$ cat src/rtl/core/rlpg_pkg.sv
// Shared types and constants of the RGB LED pattern generator.
package rlpg_pkg;

  localparam int unsigned PERIOD_W       = 16;
  localparam int unsigned COLOR_W        = 24;
  localparam int unsigned BRIGHT_W       = 12;
  localparam int unsigned LEVEL_W        = 8;
  localparam int unsigned IN_DATA_W      = 8;
  localparam int unsigned OUT_DATA_W     = 3 * LEVEL_W;
  localparam int unsigned CFG_IDX_W      = 3;
  localparam int unsigned CFG_DATA_W     = 24;
  localparam int unsigned STEP_W         = 4;
  localparam int unsigned SRCH_W         = 7;
  localparam int unsigned THR_N          = 1 << SRCH_W;
  localparam int unsigned PCT_MAX        = 100;
  localparam int unsigned SINE_STEPS_DEF = 1024;

  localparam logic [PERIOD_W-1:0] PERIOD_RST = 16'd1000;
  localparam logic [BRIGHT_W-1:0] BRIGHT_RST = 12'd2048;

  localparam logic [8:0] HUE_FULL  = 9'd360;
  localparam logic [9:0] HUE_RISE  = 10'd60;
  localparam logic [9:0] HUE_TOP   = 10'd180;
  localparam logic [9:0] HUE_END   = 10'd240;
  localparam logic [4:0] RAMP_MUL  = 5'd17;
  localparam logic [LEVEL_W-1:0] DIG_THRESH = 8'd127;

  // floor(x / 100) = (x * RECIP_100) >> SH_100 for x < 2^15
  localparam int unsigned SH_100    = 22;
  localparam logic [15:0] RECIP_100 = 16'(((64'd1 << SH_100) + 64'd99) / 64'd100);
  // floor(x / 4095) = (x * RECIP_4095) >> SH_4095 for x < 2^20
  localparam int unsigned SH_4095    = 32;
  localparam logic [20:0] RECIP_4095 = 21'(((64'd1 << SH_4095) + 64'd4094) / 64'd4095);

  typedef enum logic [1:0] {
    PAT_SOLID   = 2'd0,
    PAT_BLINK   = 2'd1,
    PAT_PULSE   = 2'd2,
    PAT_RAINBOW = 2'd3
  } pat_e;

  typedef enum logic [CFG_IDX_W-1:0] {
    REG_MODE   = 3'd0,
    REG_PERIOD = 3'd1,
    REG_COLOR  = 3'd2,
    REG_BRIGHT = 3'd3,
    REG_PWM    = 3'd4,
    REG_OFF    = 3'd5
  } cfg_idx_e;

  typedef enum logic [3:0] {
    CMD_NONE  = 4'd0,
    CMD_START = 4'd1,
    CMD_MUL   = 4'd2,
    CMD_DIV   = 4'd3,
    CMD_FOLD  = 4'd4,
    CMD_SRCH  = 4'd5,
    CMD_COL   = 4'd6,
    CMD_D100  = 4'd7,
    CMD_BRT   = 4'd8,
    CMD_D4K   = 4'd9,
    CMD_LVL   = 4'd10,
    CMD_PUSH  = 4'd11
  } cmd_e;

  typedef struct packed {
    pat_e                  mode;
    logic [PERIOD_W-1:0]   period;
    logic [COLOR_W-1:0]    color;
    logic [BRIGHT_W-1:0]   bright;
    logic                  use_pwm;
    logic [LEVEL_W-1:0]    off;
  } cfg_t;

  typedef struct packed {
    cmd_e              op;
    logic [STEP_W-1:0] step;
    logic [1:0]        ch;
  } cmd_t;

  typedef struct packed {
    logic out_full;
  } sts_t;

endpackage

$ cat src/rtl/core/rlpg_cfg.sv
// Configuration register file of the RGB LED pattern generator.
module rlpg_cfg import rlpg_pkg::*; (
  input  logic                  clk_i,
  input  logic                  rst_ni,
  input  logic                  cfg_we_i,
  input  logic [CFG_IDX_W-1:0]  cfg_idx_i,
  input  logic [CFG_DATA_W-1:0] cfg_wdata_i,
  output cfg_t                  cfg_o
);

  cfg_t cfg_q, cfg_d;

  always_comb begin
    cfg_d = cfg_q;
    if (cfg_we_i) begin
      case (cfg_idx_e'(cfg_idx_i))
        REG_MODE:   cfg_d.mode    = pat_e'(cfg_wdata_i[1:0]);
        REG_PERIOD: cfg_d.period  = cfg_wdata_i[PERIOD_W-1:0];
        REG_COLOR:  cfg_d.color   = cfg_wdata_i[COLOR_W-1:0];
        REG_BRIGHT: cfg_d.bright  = cfg_wdata_i[BRIGHT_W-1:0];
        REG_PWM:    cfg_d.use_pwm = cfg_wdata_i[0];
        REG_OFF:    cfg_d.off     = cfg_wdata_i[LEVEL_W-1:0];
        default:    cfg_d = cfg_q;
      endcase
    end
  end

  always_ff @(posedge clk_i or negedge rst_ni) begin
    if (!rst_ni) begin
      cfg_q.mode    <= PAT_SOLID;
      cfg_q.period  <= PERIOD_RST;
      cfg_q.color   <= '0;
      cfg_q.bright  <= BRIGHT_RST;
      cfg_q.use_pwm <= 1'b1;
      cfg_q.off     <= '0;
    end else begin
      cfg_q <= cfg_d;
    end
  end

  assign cfg_o = cfg_q;

endmodule

$ cat src/rtl/core/rlpg_ctrl.sv
// Sequencing state machine of the RGB LED pattern generator.
module rlpg_ctrl import rlpg_pkg::*; #(
  parameter int unsigned SINE_STEPS = SINE_STEPS_DEF
) (
  input  logic clk_i,
  input  logic rst_ni,
  input  logic in_valid_i,
  output logic in_ready_o,
  input  sts_t sts_i,
  output cmd_t cmd_o
);

  localparam int unsigned MAX_MULT = (SINE_STEPS > 360) ? SINE_STEPS : 360;
  localparam int unsigned QW       = $clog2(MAX_MULT + 1);
  localparam logic [1:0]  CH_LAST  = 2'd2;

  typedef enum logic [10:0] {
    S_IDLE = 11'b00000000001,
    S_MUL  = 11'b00000000010,
    S_DIV  = 11'b00000000100,
    S_FOLD = 11'b00000001000,
    S_SRCH = 11'b00000010000,
    S_COL  = 11'b00000100000,
    S_D100 = 11'b00001000000,
    S_BRT  = 11'b00010000000,
    S_D4K  = 11'b00100000000,
    S_LVL  = 11'b01000000000,
    S_DONE = 11'b10000000000
  } state_e;

  state_e            state_q, state_d;
  logic [STEP_W-1:0] step_q, step_d;
  logic [1:0]        ch_q, ch_d;

  always_comb begin
    state_d    = state_q;
    step_d     = step_q;
    ch_d       = ch_q;
    in_ready_o = 1'b0;
    cmd_o      = '{op: CMD_NONE, step: step_q, ch: ch_q};
    case (state_q)
      S_IDLE: begin
        in_ready_o = 1'b1;
        if (in_valid_i) begin
          cmd_o.op = CMD_START;
          state_d  = S_MUL;
        end
      end
      S_MUL: begin
        cmd_o.op = CMD_MUL;
        step_d   = STEP_W'(QW - 1);
        state_d  = S_DIV;
      end
      S_DIV: begin
        cmd_o.op = CMD_DIV;
        if (step_q == '0) begin
          state_d = S_FOLD;
        end else begin
          step_d = step_q - 1'b1;
        end
      end
      S_FOLD: begin
        cmd_o.op = CMD_FOLD;
        step_d   = STEP_W'(SRCH_W - 1);
        state_d  = S_SRCH;
      end
      S_SRCH: begin
        cmd_o.op = CMD_SRCH;
        if (step_q == '0) begin
          ch_d    = '0;
          state_d = S_COL;
        end else begin
          step_d = step_q - 1'b1;
        end
      end
      S_COL: begin
        cmd_o.op = CMD_COL;
        state_d  = S_D100;
      end
      S_D100: begin
        cmd_o.op = CMD_D100;
        state_d  = S_BRT;
      end
      S_BRT: begin
        cmd_o.op = CMD_BRT;
        state_d  = S_D4K;
      end
      S_D4K: begin
        cmd_o.op = CMD_D4K;
        state_d  = S_LVL;
      end
      S_LVL: begin
        cmd_o.op = CMD_LVL;
        if (ch_q == CH_LAST) begin
          state_d = S_DONE;
        end else begin
          ch_d    = ch_q + 1'b1;
          state_d = S_COL;
        end
      end
      S_DONE: begin
        if (!sts_i.out_full) begin
          cmd_o.op = CMD_PUSH;
          state_d  = S_IDLE;
        end
      end
      default: state_d = S_IDLE;
    endcase
  end

  always_ff @(posedge clk_i or negedge rst_ni) begin
    if (!rst_ni) begin
      state_q <= S_IDLE;
      step_q  <= '0;
      ch_q    <= '0;
    end else begin
      state_q <= state_d;
      step_q  <= step_d;
      ch_q    <= ch_d;
    end
  end

endmodule

$ cat src/rtl/core/rlpg_dp.sv
// Datapath of the RGB LED pattern generator: counter, divider, sine search, levels.
module rlpg_dp import rlpg_pkg::*; #(
  parameter int unsigned SINE_STEPS = SINE_STEPS_DEF
) (
  input  logic                  clk_i,
  input  logic                  rst_ni,
  input  cfg_t                  cfg_i,
  input  cmd_t                  cmd_i,
  input  logic                  restart_i,
  output sts_t                  sts_o,
  output logic                  out_valid_o,
  input  logic                  out_ready_i,
  output logic [OUT_DATA_W-1:0] out_data_o
);

  localparam int unsigned MAX_MULT = (SINE_STEPS > 360) ? SINE_STEPS : 360;
  localparam int unsigned QW       = $clog2(MAX_MULT + 1);
  localparam int unsigned NW       = PERIOD_W + QW;
  localparam int unsigned KW       = $clog2(SINE_STEPS);
  localparam int unsigned QFW      = KW + 3;
  localparam int unsigned QTR      = SINE_STEPS / 2;
  localparam int unsigned JW       = $clog2(QTR + 2);

  localparam longint unsigned HALF_PI_Q30 = 64'd1686629713;
  localparam longint unsigned Q30_ONE     = 64'd1 << 30;
  localparam longint unsigned PCT_BIAS    = 64'd1 << 16;

  // sine magnitude in percent at quarter-turn position 2*j/SINE_STEPS
  function automatic int unsigned sine_mag(int unsigned j);
    longint unsigned th;
    longint unsigned th2;
    longint unsigned term;
    longint unsigned mag;
    longint          sum;
    th   = (HALF_PI_Q30 * (64'(j) * 64'd2)) / SINE_STEPS;
    th2  = (th * th) >> 30;
    sum  = $signed(th);
    term = th;
    term = ((term * th2) >> 30) / 6;
    sum  = sum - $signed(term);
    term = ((term * th2) >> 30) / 20;
    sum  = sum + $signed(term);
    term = ((term * th2) >> 30) / 42;
    sum  = sum - $signed(term);
    term = ((term * th2) >> 30) / 72;
    sum  = sum + $signed(term);
    term = ((term * th2) >> 30) / 110;
    sum  = sum - $signed(term);
    term = ((term * th2) >> 30) / 156;
    sum  = sum + $signed(term);
    if (sum < 0) sum = 0;
    if (sum > $signed(Q30_ONE)) sum = $signed(Q30_ONE);
    mag = ($unsigned(sum) * 64'd100 + PCT_BIAS) >> 30;
    if (mag > 64'(PCT_MAX)) mag = 64'(PCT_MAX);
    return 32'(mag);
  endfunction

  // smallest quarter index whose magnitude reaches m
  function automatic int unsigned thr_of(int unsigned m);
    int unsigned res;
    int unsigned jj;
    logic        found;
    res   = QTR + 1;
    found = 1'b0;
    if (m <= PCT_MAX) begin
      for (jj = 0; jj <= QTR; jj++) begin
        if (!found && sine_mag(jj) >= m) begin
          res   = jj;
          found = 1'b1;
        end
      end
    end
    return res;
  endfunction

  function automatic logic [8:0] hue_start(logic [1:0] ch);
    case (ch)
      2'd0:    return 9'd240;
      2'd1:    return 9'd0;
      default: return 9'd120;
    endcase
  endfunction

  logic [JW-1:0] thr_w [THR_N];
  for (genvar g = 0; g < THR_N; g++) begin : g_thr
    assign thr_w[g] = JW'(thr_of(g));
  end

  logic [PERIOD_W-1:0] elapsed_q, elapsed_d;
  logic [PERIOD_W-1:0] t_q, t_d;
  pat_e                mode_q, mode_d;
  logic                on_q, on_d;
  logic [NW-1:0]       rem_q, rem_d;
  logic [QW-1:0]       quot_q, quot_d;
  logic [JW-1:0]       j_q, j_d;
  logic                neg_q, neg_d;
  logic [SRCH_W-1:0]   lo_q, lo_d;
  logic [14:0]         prod_q, prod_d;
  logic [LEVEL_W-1:0]  col_q, col_d;
  logic                cneg_q, cneg_d;
  logic [19:0]         x_q, x_d;
  logic [LEVEL_W-1:0]  sc_q, sc_d;
  logic [LEVEL_W-1:0]  lvl_q [3];
  logic [LEVEL_W-1:0]  lvl_d [3];
  logic [OUT_DATA_W-1:0] out_q, out_d;
  logic                out_valid_q, out_valid_d;

  logic [PERIOD_W-1:0] p_eff;
  logic [PERIOD_W:0]   t_inc;
  logic [PERIOD_W-1:0] t_next;
  pat_e                mode_eff;
  logic [QW-1:0]       mult;
  logic [NW-1:0]       num;
  logic [NW-1:0]       trial;
  logic [KW-1:0]       k;
  logic [QFW-1:0]      q0, q1, q2;
  logic                fold_neg;
  logic [SRCH_W-1:0]   cand;
  logic [LEVEL_W-1:0]  base;
  logic [8:0]          hue_a;
  logic [8:0]          hs;
  logic [9:0]          d;
  logic [14:0]         ramp;
  logic [LEVEL_W-1:0]  rb_col;
  logic [30:0]         p100;
  logic [40:0]         p4k;
  logic [LEVEL_W:0]    sum9;
  logic [LEVEL_W-1:0]  lvl;

  always_comb begin
    p_eff  = (cfg_i.period == '0) ? PERIOD_W'(1) : cfg_i.period;
    t_inc  = {1'b0, elapsed_q} + 1'b1;
    if (restart_i || (t_inc > {1'b0, p_eff})) begin
      t_next = '0;
    end else begin
      t_next = t_inc[PERIOD_W-1:0];
    end
    mode_eff = (cfg_i.mode == PAT_PULSE && !cfg_i.use_pwm) ? PAT_BLINK : cfg_i.mode;

    mult  = (mode_q == PAT_PULSE) ? QW'(SINE_STEPS) : QW'(HUE_FULL);
    num   = {{QW{1'b0}}, t_q} * {{PERIOD_W{1'b0}}, mult};
    trial = {{QW{1'b0}}, p_eff} << cmd_i.step;

    k        = (quot_q == QW'(SINE_STEPS)) ? '0 : quot_q[KW-1:0];
    q0       = {1'b0, k, 2'b00};
    fold_neg = q0 >= QFW'(2 * SINE_STEPS);
    q1       = fold_neg ? q0 - QFW'(2 * SINE_STEPS) : q0;
    q2       = (q1 > QFW'(SINE_STEPS)) ? QFW'(2 * SINE_STEPS) - q1 : q1;

    cand = lo_q | (SRCH_W'(1) << cmd_i.step);

    case (cmd_i.ch)
      2'd0:    base = cfg_i.color[23:16];
      2'd1:    base = cfg_i.color[15:8];
      default: base = cfg_i.color[7:0];
    endcase

    hue_a = quot_q[8:0];
    hs    = hue_start(cmd_i.ch);
    if (hue_a < hs) begin
      d = {1'b0, hue_a} + {1'b0, HUE_FULL} - {1'b0, hs};
    end else begin
      d = {1'b0, hue_a} - {1'b0, hs};
    end
    if (d < HUE_RISE) begin
      ramp   = {5'd0, d} * {10'd0, RAMP_MUL};
      rb_col = ramp[LEVEL_W+1:2];
    end else if (d < HUE_TOP) begin
      ramp   = '0;
      rb_col = '1;
    end else if (d < HUE_END) begin
      ramp   = {5'd0, HUE_END - d} * {10'd0, RAMP_MUL};
      rb_col = ramp[LEVEL_W+1:2];
    end else begin
      ramp   = '0;
      rb_col = '0;
    end

    p100 = {16'd0, prod_q} * {15'd0, RECIP_100};
    p4k  = {21'd0, x_q} * {20'd0, RECIP_4095};

    sum9 = {1'b0, cfg_i.off} + {1'b0, sc_q};
    if (cfg_i.use_pwm) begin
      if (cneg_q) begin
        lvl = sum9[LEVEL_W] ? '1 : sum9[LEVEL_W-1:0];
      end else if (cfg_i.off >= sc_q) begin
        lvl = cfg_i.off - sc_q;
      end else begin
        lvl = sc_q - cfg_i.off;
      end
    end else if (cfg_i.off == '0) begin
      lvl = LEVEL_W'(col_q >= DIG_THRESH);
    end else begin
      lvl = LEVEL_W'(col_q < DIG_THRESH);
    end
  end

  always_comb begin
    elapsed_d   = elapsed_q;
    t_d         = t_q;
    mode_d      = mode_q;
    on_d        = on_q;
    rem_d       = rem_q;
    quot_d      = quot_q;
    j_d         = j_q;
    neg_d       = neg_q;
    lo_d        = lo_q;
    prod_d      = prod_q;
    col_d       = col_q;
    cneg_d      = cneg_q;
    x_d         = x_q;
    sc_d        = sc_q;
    lvl_d       = lvl_q;
    out_d       = out_q;
    out_valid_d = out_valid_q && !out_ready_i;
    case (cmd_i.op)
      CMD_START: begin
        elapsed_d = t_next;
        t_d       = t_next;
        mode_d    = mode_eff;
        on_d      = t_next < (p_eff >> 1);
      end
      CMD_MUL: begin
        rem_d  = num;
        quot_d = '0;
      end
      CMD_DIV: begin
        if (rem_q >= trial) begin
          rem_d  = rem_q - trial;
          quot_d = quot_q | (QW'(1) << cmd_i.step);
        end
      end
      CMD_FOLD: begin
        j_d   = q2[JW:1];
        neg_d = fold_neg;
        lo_d  = '0;
      end
      CMD_SRCH: begin
        if (thr_w[cand] <= j_q) lo_d = cand;
      end
      CMD_COL: begin
        prod_d = {1'b0, lo_q} * {7'd0, base};
        cneg_d = 1'b0;
        case (mode_q)
          PAT_SOLID:   col_d = base;
          PAT_BLINK:   col_d = on_q ? base : '0;
          PAT_PULSE: begin
            col_d  = '0;
            cneg_d = neg_q;
          end
          default:     col_d = rb_col;
        endcase
      end
      CMD_D100: begin
        if (mode_q == PAT_PULSE) col_d = p100[SH_100+LEVEL_W-1:SH_100];
      end
      CMD_BRT: begin
        x_d = {12'd0, col_q} * {8'd0, cfg_i.bright};
      end
      CMD_D4K: begin
        sc_d = p4k[SH_4095+LEVEL_W-1:SH_4095];
      end
      CMD_LVL: begin
        case (cmd_i.ch)
          2'd0:    lvl_d[0] = lvl;
          2'd1:    lvl_d[1] = lvl;
          default: lvl_d[2] = lvl;
        endcase
      end
      CMD_PUSH: begin
        out_d       = {lvl_q[2], lvl_q[1], lvl_q[0]};
        out_valid_d = 1'b1;
      end
      default: out_d = out_q;
    endcase
  end

  always_ff @(posedge clk_i or negedge rst_ni) begin
    if (!rst_ni) begin
      elapsed_q   <= '0;
      out_valid_q <= 1'b0;
    end else begin
      elapsed_q   <= elapsed_d;
      out_valid_q <= out_valid_d;
    end
  end

  always_ff @(posedge clk_i) begin
    t_q    <= t_d;
    mode_q <= mode_d;
    on_q   <= on_d;
    rem_q  <= rem_d;
    quot_q <= quot_d;
    j_q    <= j_d;
    neg_q  <= neg_d;
    lo_q   <= lo_d;
    prod_q <= prod_d;
    col_q  <= col_d;
    cneg_q <= cneg_d;
    x_q    <= x_d;
    sc_q   <= sc_d;
    lvl_q  <= lvl_d;
    out_q  <= out_d;
  end

  assign sts_o.out_full = out_valid_q && !out_ready_i;
  assign out_valid_o    = out_valid_q;
  assign out_data_o     = out_q;

endmodule

$ cat src/rtl/core/rgb_led_pattern_generator.sv
// Top level of the RGB LED pattern generator.
//
//   channel   direction  payload
//   s_axis    in         tdata[0] restart, one tick per word
//   m_axis    out        tdata red/green/blue levels, one word per tick
//   cfg       in         write enable, register index, write data
//
// Each tick runs through the one-bit-per-cycle period divider, the seven-step
// sine search and four shared multiply steps per colour channel.
// Reset clears the elapsed counter and loads the register defaults.
// A finished word waits in the output register; the next tick is taken meanwhile,
// and its result is held until the output register is free.
module rgb_led_pattern_generator import rlpg_pkg::*; #(
  parameter int unsigned SINE_STEPS = SINE_STEPS_DEF
) (
  input  logic                  clk_i,
  input  logic                  rst_ni,
  input  logic                  s_axis_tvalid,
  output logic                  s_axis_tready,
  input  logic [IN_DATA_W-1:0]  s_axis_tdata,   // [0] restart
  output logic                  m_axis_tvalid,
  input  logic                  m_axis_tready,
  output logic [OUT_DATA_W-1:0] m_axis_tdata,   // [7:0] red, [15:8] green, [23:16] blue
  input  logic                  cfg_we_i,
  input  logic [CFG_IDX_W-1:0]  cfg_idx_i,
  input  logic [CFG_DATA_W-1:0] cfg_wdata_i
);

  cfg_t cfg;
  cmd_t cmd;
  sts_t sts;

  rlpg_cfg u_cfg (
    .clk_i       (clk_i),
    .rst_ni      (rst_ni),
    .cfg_we_i    (cfg_we_i),
    .cfg_idx_i   (cfg_idx_i),
    .cfg_wdata_i (cfg_wdata_i),
    .cfg_o       (cfg)
  );

  rlpg_ctrl #(
    .SINE_STEPS (SINE_STEPS)
  ) u_ctrl (
    .clk_i      (clk_i),
    .rst_ni     (rst_ni),
    .in_valid_i (s_axis_tvalid),
    .in_ready_o (s_axis_tready),
    .sts_i      (sts),
    .cmd_o      (cmd)
  );

  rlpg_dp #(
    .SINE_STEPS (SINE_STEPS)
  ) u_dp (
    .clk_i       (clk_i),
    .rst_ni      (rst_ni),
    .cfg_i       (cfg),
    .cmd_i       (cmd),
    .restart_i   (s_axis_tdata[0]),
    .sts_o       (sts),
    .out_valid_o (m_axis_tvalid),
    .out_ready_i (m_axis_tready),
    .out_data_o  (m_axis_tdata)
  );

endmodule
$ cat config.mk
export PLATFORM = sky130hd
export DESIGN_NAME = rgb_led_pattern_generator
export DESIGN_NICKNAME = d
export VERILOG_FILES = /design/src/rtl/core/rlpg_pkg.sv /design/src/rtl/core/rlpg_cfg.sv /design/src/rtl/core/rlpg_ctrl.sv /design/src/rtl/core/rlpg_dp.sv /design/src/rtl/core/rgb_led_pattern_generator.sv
export SDC_FILE = /design/constraint.sdc
export NUM_CORES = 2
export LEC_CHECK = 0
export ABC_CLOCK_PERIOD_IN_PS = 7400
export BUFFER_PORTS_ARGS = -buffer_cell sky130_fd_sc_hd__buf_4
export CORE_ASPECT_RATIO = 0.75
export CORE_MARGIN = 1.5
export CORE_UTILIZATION = 32
export DETAILED_ROUTE_END_ITERATION = 10
export PLACE_DENSITY = 0.43
export SYNTH_ARGS = -nofsm -noshare
export SYNTH_HDL_FRONTEND = slang
export SYNTH_SLANG_ARGS = --single-unit
export TNS_END_PERCENT = 50
$ cat constraint.sdc
create_clock -name clk_i -period 7.4 [get_ports clk_i]
set_input_delay 1.48 -clock clk_i [delete_from_list [all_inputs] [get_ports clk_i]]
set_output_delay 1.48 -clock clk_i [all_outputs]
set_load 0.05 [all_outputs]
======== Word level (Yosys, flattened, before mapping) ========
Memory sizes are Yosys's and may differ from the RTL's.
Index checks and enable logic that the tools add are counted.
cells by class
  add/sub/neg operators ................... 13
  $mul .................................... 7
  div/mod/pow operators ................... 0
  $lt $le $gt $ge ......................... 14
  equality and inequality tests ........... 42
  shifts and indexed selects .............. 3
  mux-type cells .......................... 45
  bitwise operators ....................... 4
  reductions and logical operators ........ 33
operators by type and width
  operator                                                                        number
  11-bit one-hot mux with 11 select lines                                         1
  11-bit 2-to-1 mux                                                               8
  8-bit 2-to-1 mux                                                                9
  27-bit one-hot mux with 2 select lines                                          1
  8-bit one-hot mux with 2 select lines                                           3
  4-bit one-hot mux with 11 select lines                                          1
  20-bit by 21-bit multiplier with 40-bit output (second input constant)          1
  10-bit 2-to-1 mux                                                               4
  16-bit 2-to-1 mux                                                               2
  27-bit greater-or-equal comparator                                              1
  15-bit by 13-bit multiplier with 27-bit output (second input constant)          1
  16-bit by 11-bit multiplier with 27-bit output                                  1
  27-bit 2-to-1 mux                                                               1
  16-bit by 4-bit << shifter with 27-bit output                                   1
  27-bit subtractor                                                               1
  2-bit AND reduction                                                             13
  8-bit one-hot mux with 3 select lines                                           1
  11-bit equality test (second input constant)                                    2
  11-bit one-hot mux with 2 select lines                                          1
  10-bit by 8-bit less-than comparator with 1-bit output (second input constant)  2
  10-bit by 5-bit multiplier with 10-bit output (second input constant)           2
  8-bit by 12-bit multiplier with 20-bit output                                   1
  16-bit by 1-bit adder with 17-bit output (second input constant)                1
  17-bit by 16-bit greater-than comparator with 1-bit output                      1
  69 further kinds                                                                101
storage, ports and cells
  flip-flop bits (word level) ............. 272
  bits in latches ......................... 0
  bits in writable memories ............... 0
  ROM bits ................................ 1,280
  memories kept ........................... 1
memory list
  name             words  width  rd ports  clocked after memory_dff  wr ports  line            RTL
  (no name shown)  128    10     1         0                         0         rlpg_dp.sv:239  if (thr_w[cand] <= j_q) lo_d = cand;

======== Logic depth before layout (Yosys ltp) ========
  depth after elaboration ................. 11
  depth in mapped cells ................... 27

======== By module ========
From an unflattened synthesis, not the netlist that was laid out.
second synthesis, totals
  cell total of the unflattened synthesis .. 3,066
  area, all modules ....................... 30,012.5 µm²
modules (own cells, without submodules)
  module     times used  cells each  area an instance (µm²)
  rlpg_dp    1           2,801       26,359.0
  rlpg_cfg   1           138         2,531.2
  rlpg_ctrl  1           127         1,122.3

======== Worst setup path before layout ========
Ideal clock, no wire load.
  path kind ............................... reg2reg
  start point ............................. register u_ctrl.step_q[0]
  end point ............................... register u_dp.quot_q[0] (enable)
  arrival time ............................ 5.395 ns
  data required time ...................... 6.945 ns
  setup slack ............................. 1.550 ns
  stages on the path, launching flop included .. 18
  buffers on the path ..................... 2
  period minus slack after synthesis ...... 5.850 ns
  cell sequence ........................... dfrtp_1 -> clkbuf_1 -> clkbuf_1 -> inv_1 -> nor2_1 -> a21oi_1 -> a21oi_1 -> mux2i_1 -> or2_2 -> ha_1 -> a21o_1 -> a221oi_1 -> a2bb2oi_1 -> nand3b_1 -> inv_1 -> o21ai_0 -> nand2_1 -> a32oi_1
between the ends
  longest elaborated chain between the ends .. 4
RTL lines
  item                                                               line              RTL
  start: declaration                                                 rlpg_ctrl.sv:32   logic [STEP_W-1:0] step_q, step_d;
  start signal: assignment                                           rlpg_ctrl.sv:118  step_q <= step_d;
  16-bit by 4-bit << shifter with 27-bit output                      rlpg_dp.sv:142    trial = {{QW{1'b0}}, p_eff} << cmd_i.step;
  27-bit greater-or-equal comparator                                 rlpg_dp.sv:228    if (rem_q >= trial) begin
  2-bit by 1-bit inequality test with 1-bit output (no source line)  --
  2-bit AND reduction (no source line)                               --
  end signal: assignment                                             rlpg_dp.sv:293    quot_q <= quot_d;
  end: declaration                                                   rlpg_dp.sv:94     logic [QW-1:0] quot_q, quot_d;
No other way between the ends.
A chain may end at the register's enable or synchronous reset.

======== Worst setup path in the final report ========
  start point ............................. register u_dp.mode_q[0]
  end point ............................... register u_dp.rem_q[26] (data pin)
between the ends
  longest elaborated chain between the ends .. 4
RTL lines
  item                                            line            RTL
  start: declaration                              rlpg_dp.sv:91   pat_e mode_q, mode_d;
  start signal: assignment                        rlpg_dp.sv:290  mode_q <= mode_d;
  2-bit equality test                             rlpg_dp.sv:140  mult = (mode_q == PAT_PULSE) ? QW'(SINE_STEPS) : QW'(HUE_FULL);
  11-bit 2-to-1 mux                               rlpg_dp.sv:140
  16-bit by 11-bit multiplier with 27-bit output  rlpg_dp.sv:141  num = {{QW{1'b0}}, t_q} * {{PERIOD_W{1'b0}}, mult};
  27-bit one-hot mux with 2 select lines          rlpg_dp.sv:216  case (cmd_i.op)
  net u_dp.rem_d[26]                              rlpg_dp.sv:93   logic [NW-1:0] rem_q, rem_d;
  end signal: assignment                          rlpg_dp.sv:292  rem_q <= rem_d;
  end: declaration                                rlpg_dp.sv:93
The timed path passes the listed nets, and every way through them passes these cells.

==> qor.csv <==
metric;value;unit
flops & latches, synth;271;
ranking of synthesized cells by area;ha_1, edfxtp_1, fa_1, dfrtp_1, inv_1;
synth unique cells;99;
Multi-input gate area;20140;um2
GRT Overall Usage;0.1671;
Via Count;22020;
pin count of the biggest net entering global routing;71;
power density over the cells;367.9;nW/um2
EDFF count, synth;174;
post-synth top area cell;ha_1;
fillers;9308;
width of the die;355.5;um
setup tns final;0;ns
critical path arrival;6.98;ns
Netlist Area Pre-Place;29810;um2
DRC Markers;0;
asr flop ratio synth;0.3579;
Hold Buf Count CTS;0;
sequential share of the synthesized area;0.2571;
area growth from synthesis to layout;9.745;%
sequential power share;0.194;
placed insts;4324;
routability congestion estimate;0.8512;
minimum clock period;6.669;ns
period utilization;0.9012;
RSZ-0062 raised after global routing;false;
Worst Skew;0.02101;ns
drt wl/cell;18.03;um
Setup Buffers After CTS;0;
clk root buf;clkbuf_16;
number of global-route vias before repair;22090;
Slew Limit Fails;0;
layout net count;3868;
Max clock buf depth;3;
Area after DPL;31650;um2
DP Wirelength;63440;um
Max rail drop VDD;0.5416;mV
Vias/cell;5.025;
syn_area_per_cell;9.605;um2
DR iter-0 viols;1532;
class of the worst hold path;reg -> reg;
Non-Filler Instances;4382;
first-pass GRT wire length;125800;um
drt total wl;79010;um
max-cap viol count;0;
Top-Level Pins;66;
TritonCTS Buffers;31;
site row count;96;
commonest cells in the netlist;ha_1, inv_1, nand2_1;
Post-Syn Instances;3104;
Num Clock Sinks;271;
switch share;0.4706;
Main synth FF type;edfxtp_1;
initial antenna violation count;5;
Min Hold Slack;0.4162;ns
CTS tree;yes;
ant diodes;0;
core box area;91890;um2
R2R Setup Slk;0.73;ns
die area;95030;um2
H-Tree Level Count;1;
clock network fraction of total power;0.134;
YS warnings;0;
Worst slew margin;0.2253;
cell-internal power;6373;uW
area occupied by registers;7664;um2
grt total ovfl;0;
CTS resizes;0;
Sw Pwr;5664;uW
Final Hold Viols;0;
Routed Antenna Nets;0;
drt pass-1 iters;5;
Max Fanout on Critical Path;17;
critical path class;reg -> reg;
f_max;149.9;MHz
Clock Latency Late Sink;0.60;ns
# port buffers;58;
Starting Density;0.3245;
setup violators final;0;
Place WS;0.7462;ns
Final WS setup;0.7310;ns
static leakage;0.01550;uW
max incr delay on CP;0.86;ns
Die Height;267.3;um
share of cells above drive strength 1;0.07856;
top-area cell type share of the netlist area;0.2069;
CP required;7.72;ns
worst-margin pin slew;1.162;ns
Worst-path clk slew;0.07;ns
status;finished, final reports clean;
Logic pwr share;0.672;
crit-path cells;nand2b_1 > and2_1 > ha_1 > fa_1 > inv_1 > fa_1 > fa_1 > inv_1 > ha_1 > ha_1 > o21ai_0 > o21bai_1 > a41oi_1 > a2111oi_0 > o31a_1 > o21a_1 > nor2_1 > xnor2_1 > mux2i_1;
CP max-delay cell;a2111oi_0;
Startpoint Class;flop;
post-route cell area;32720;um2
count leader, synth;ha_1;
Critical Path Sink Type;flop;
==> cell type report <==
| type | instances | share of cell area |
|---|---|---|
| clock inverters | 18 | 0.004933 |
| multi-input cells | 2294 | 0.6155 |
| clock buffers | 40 | 0.02761 |
| inverters | 450 | 0.05163 |
| well taps | 1225 | 0.04685 |
| repair buffers | 84 | 0.01927 |
| flip-flops and latches | 271 | 0.2342 |
==> routing by layer <==
metal	track usage	up-vias	wire length, um
li1	-	10760	-
met1	0.2654	10750	42580
met2	0.2389	437	31430
met3	0.02058	66	3597
met4	0.03015	2	1393
met5	0	-	8
==> stage by stage <==
| step | total power (uW) | util |
|---|---|---|
| global placement | 10440 | 0.3445 |
| CTS | 12200 | 0.3561 |
| finish | 12040 | 0.3561 |
| global route | 13310 | 0.3561 |
| floorplan | 8331 | - |
| detailed placement | 10470 | 0.3445 |
==> state kept, by name, indices dropped and copies added (netlist names), 8 cells and up <==
name / cells
u_dp.lvl_q: 24
u_dp.col_q: 8
u_dp.sc_q: 8
u_dp.t_q: 16
u_cfg.cfg_o: 63
u_dp.elapsed_q: 16
u_dp.x_q: 20
u_dp.prod_q: 15
u_dp.out_data_o: 24
u_dp.quot_q: 11
u_dp.rem_q: 27
u_ctrl.state_q: 11
u_dp.j_q: 9
==> layout by cell type, fill, tap and decap left out, types with 10 or more instances in the layout <==
master     synthesis  layout
nor4_1            14      14
or3_1             11      11
nand4_1           21      21
inv_1            445     445
nor2b_1           15      14
nor2_1           149     149
edfxtp_1         174     174
o221ai_1          10      10
a21oi_1          155     155
nand2_1          286     286
a21o_1            50      50
o211ai_1          15      15
nor3_1            49      48
clkbuf_16          0      34
a221oi_1          10      10
o21a_1            18      18
buf_4              0      84
a22oi_1           14      14
nand3_1           53      53
xor2_1            38      38
a211oi_1          15      15
xnor2_1           91      91
o21bai_1          15      15
and3_1            11      11
fa_1             203     203
a31oi_1           28      28
o31ai_1           22      22
mux2_2            51      51
dfrtp_1           88      88
o21ai_1           13      13
nand2b_1          20      20
o21ai_0          121     121
mux2i_1           17      17
ha_1             493     493
and2_1           125     125
==> worst paths after layout <==
kind	startpoint	cells after the start	endpoint
max in group asynchronous	rst_ni	2	u_cfg.cfg_o[41]
min in group asynchronous	rst_ni	1	u_dp.elapsed_q[12]
hold / removal	u_dp.lvl_q[21]	0	u_dp.out_data_o[5]
setup / recovery	u_dp.mode_q[0]	19	u_dp.rem_q[26]
hold reg to reg	u_dp.lvl_q[21]	0	u_dp.out_data_o[5]
setup reg to reg	u_dp.mode_q[0]	19	u_dp.rem_q[26]
==> critical path: cells and delay by family, from the launching register on <==
family	cells	cell delay, ns
flip-flops	1	0.45
multiplexers	1	0.12
AO/OA/AOI/OAI	6	1.86
AND/OR/NAND/NOR	3	0.98
adder cells (fa/ha/maj)	6	2.58
buffers and inverters	2	0.11
XOR/XNOR	1	0.25
==> power groups by stage <==
stage	Sequential [uW]	Combinational [uW]	Clock, uW
6_report	2330	8090	1610
5_1_grt	2360	9220	1730
4_1_cts	2330	8200	1670
3_5_place_dp	2360	8110	0
3_3_place_gp	2350	8080	0
2_1_floorplan	2230	6100	0
==> logic make-up after synthesis <==
family,share of synthesized area
xor gates and xnor gates,0.03790
adders and majority gates,0.3432
buffers and inverters,0.06866
AOI/OAI and AO/OA,0.1256
and+or+nand+nor,0.1327
DFF,0.2571
other,0.0001258
muxes,0.03475
Note: power is estimated with default switching activity, not from simulation.
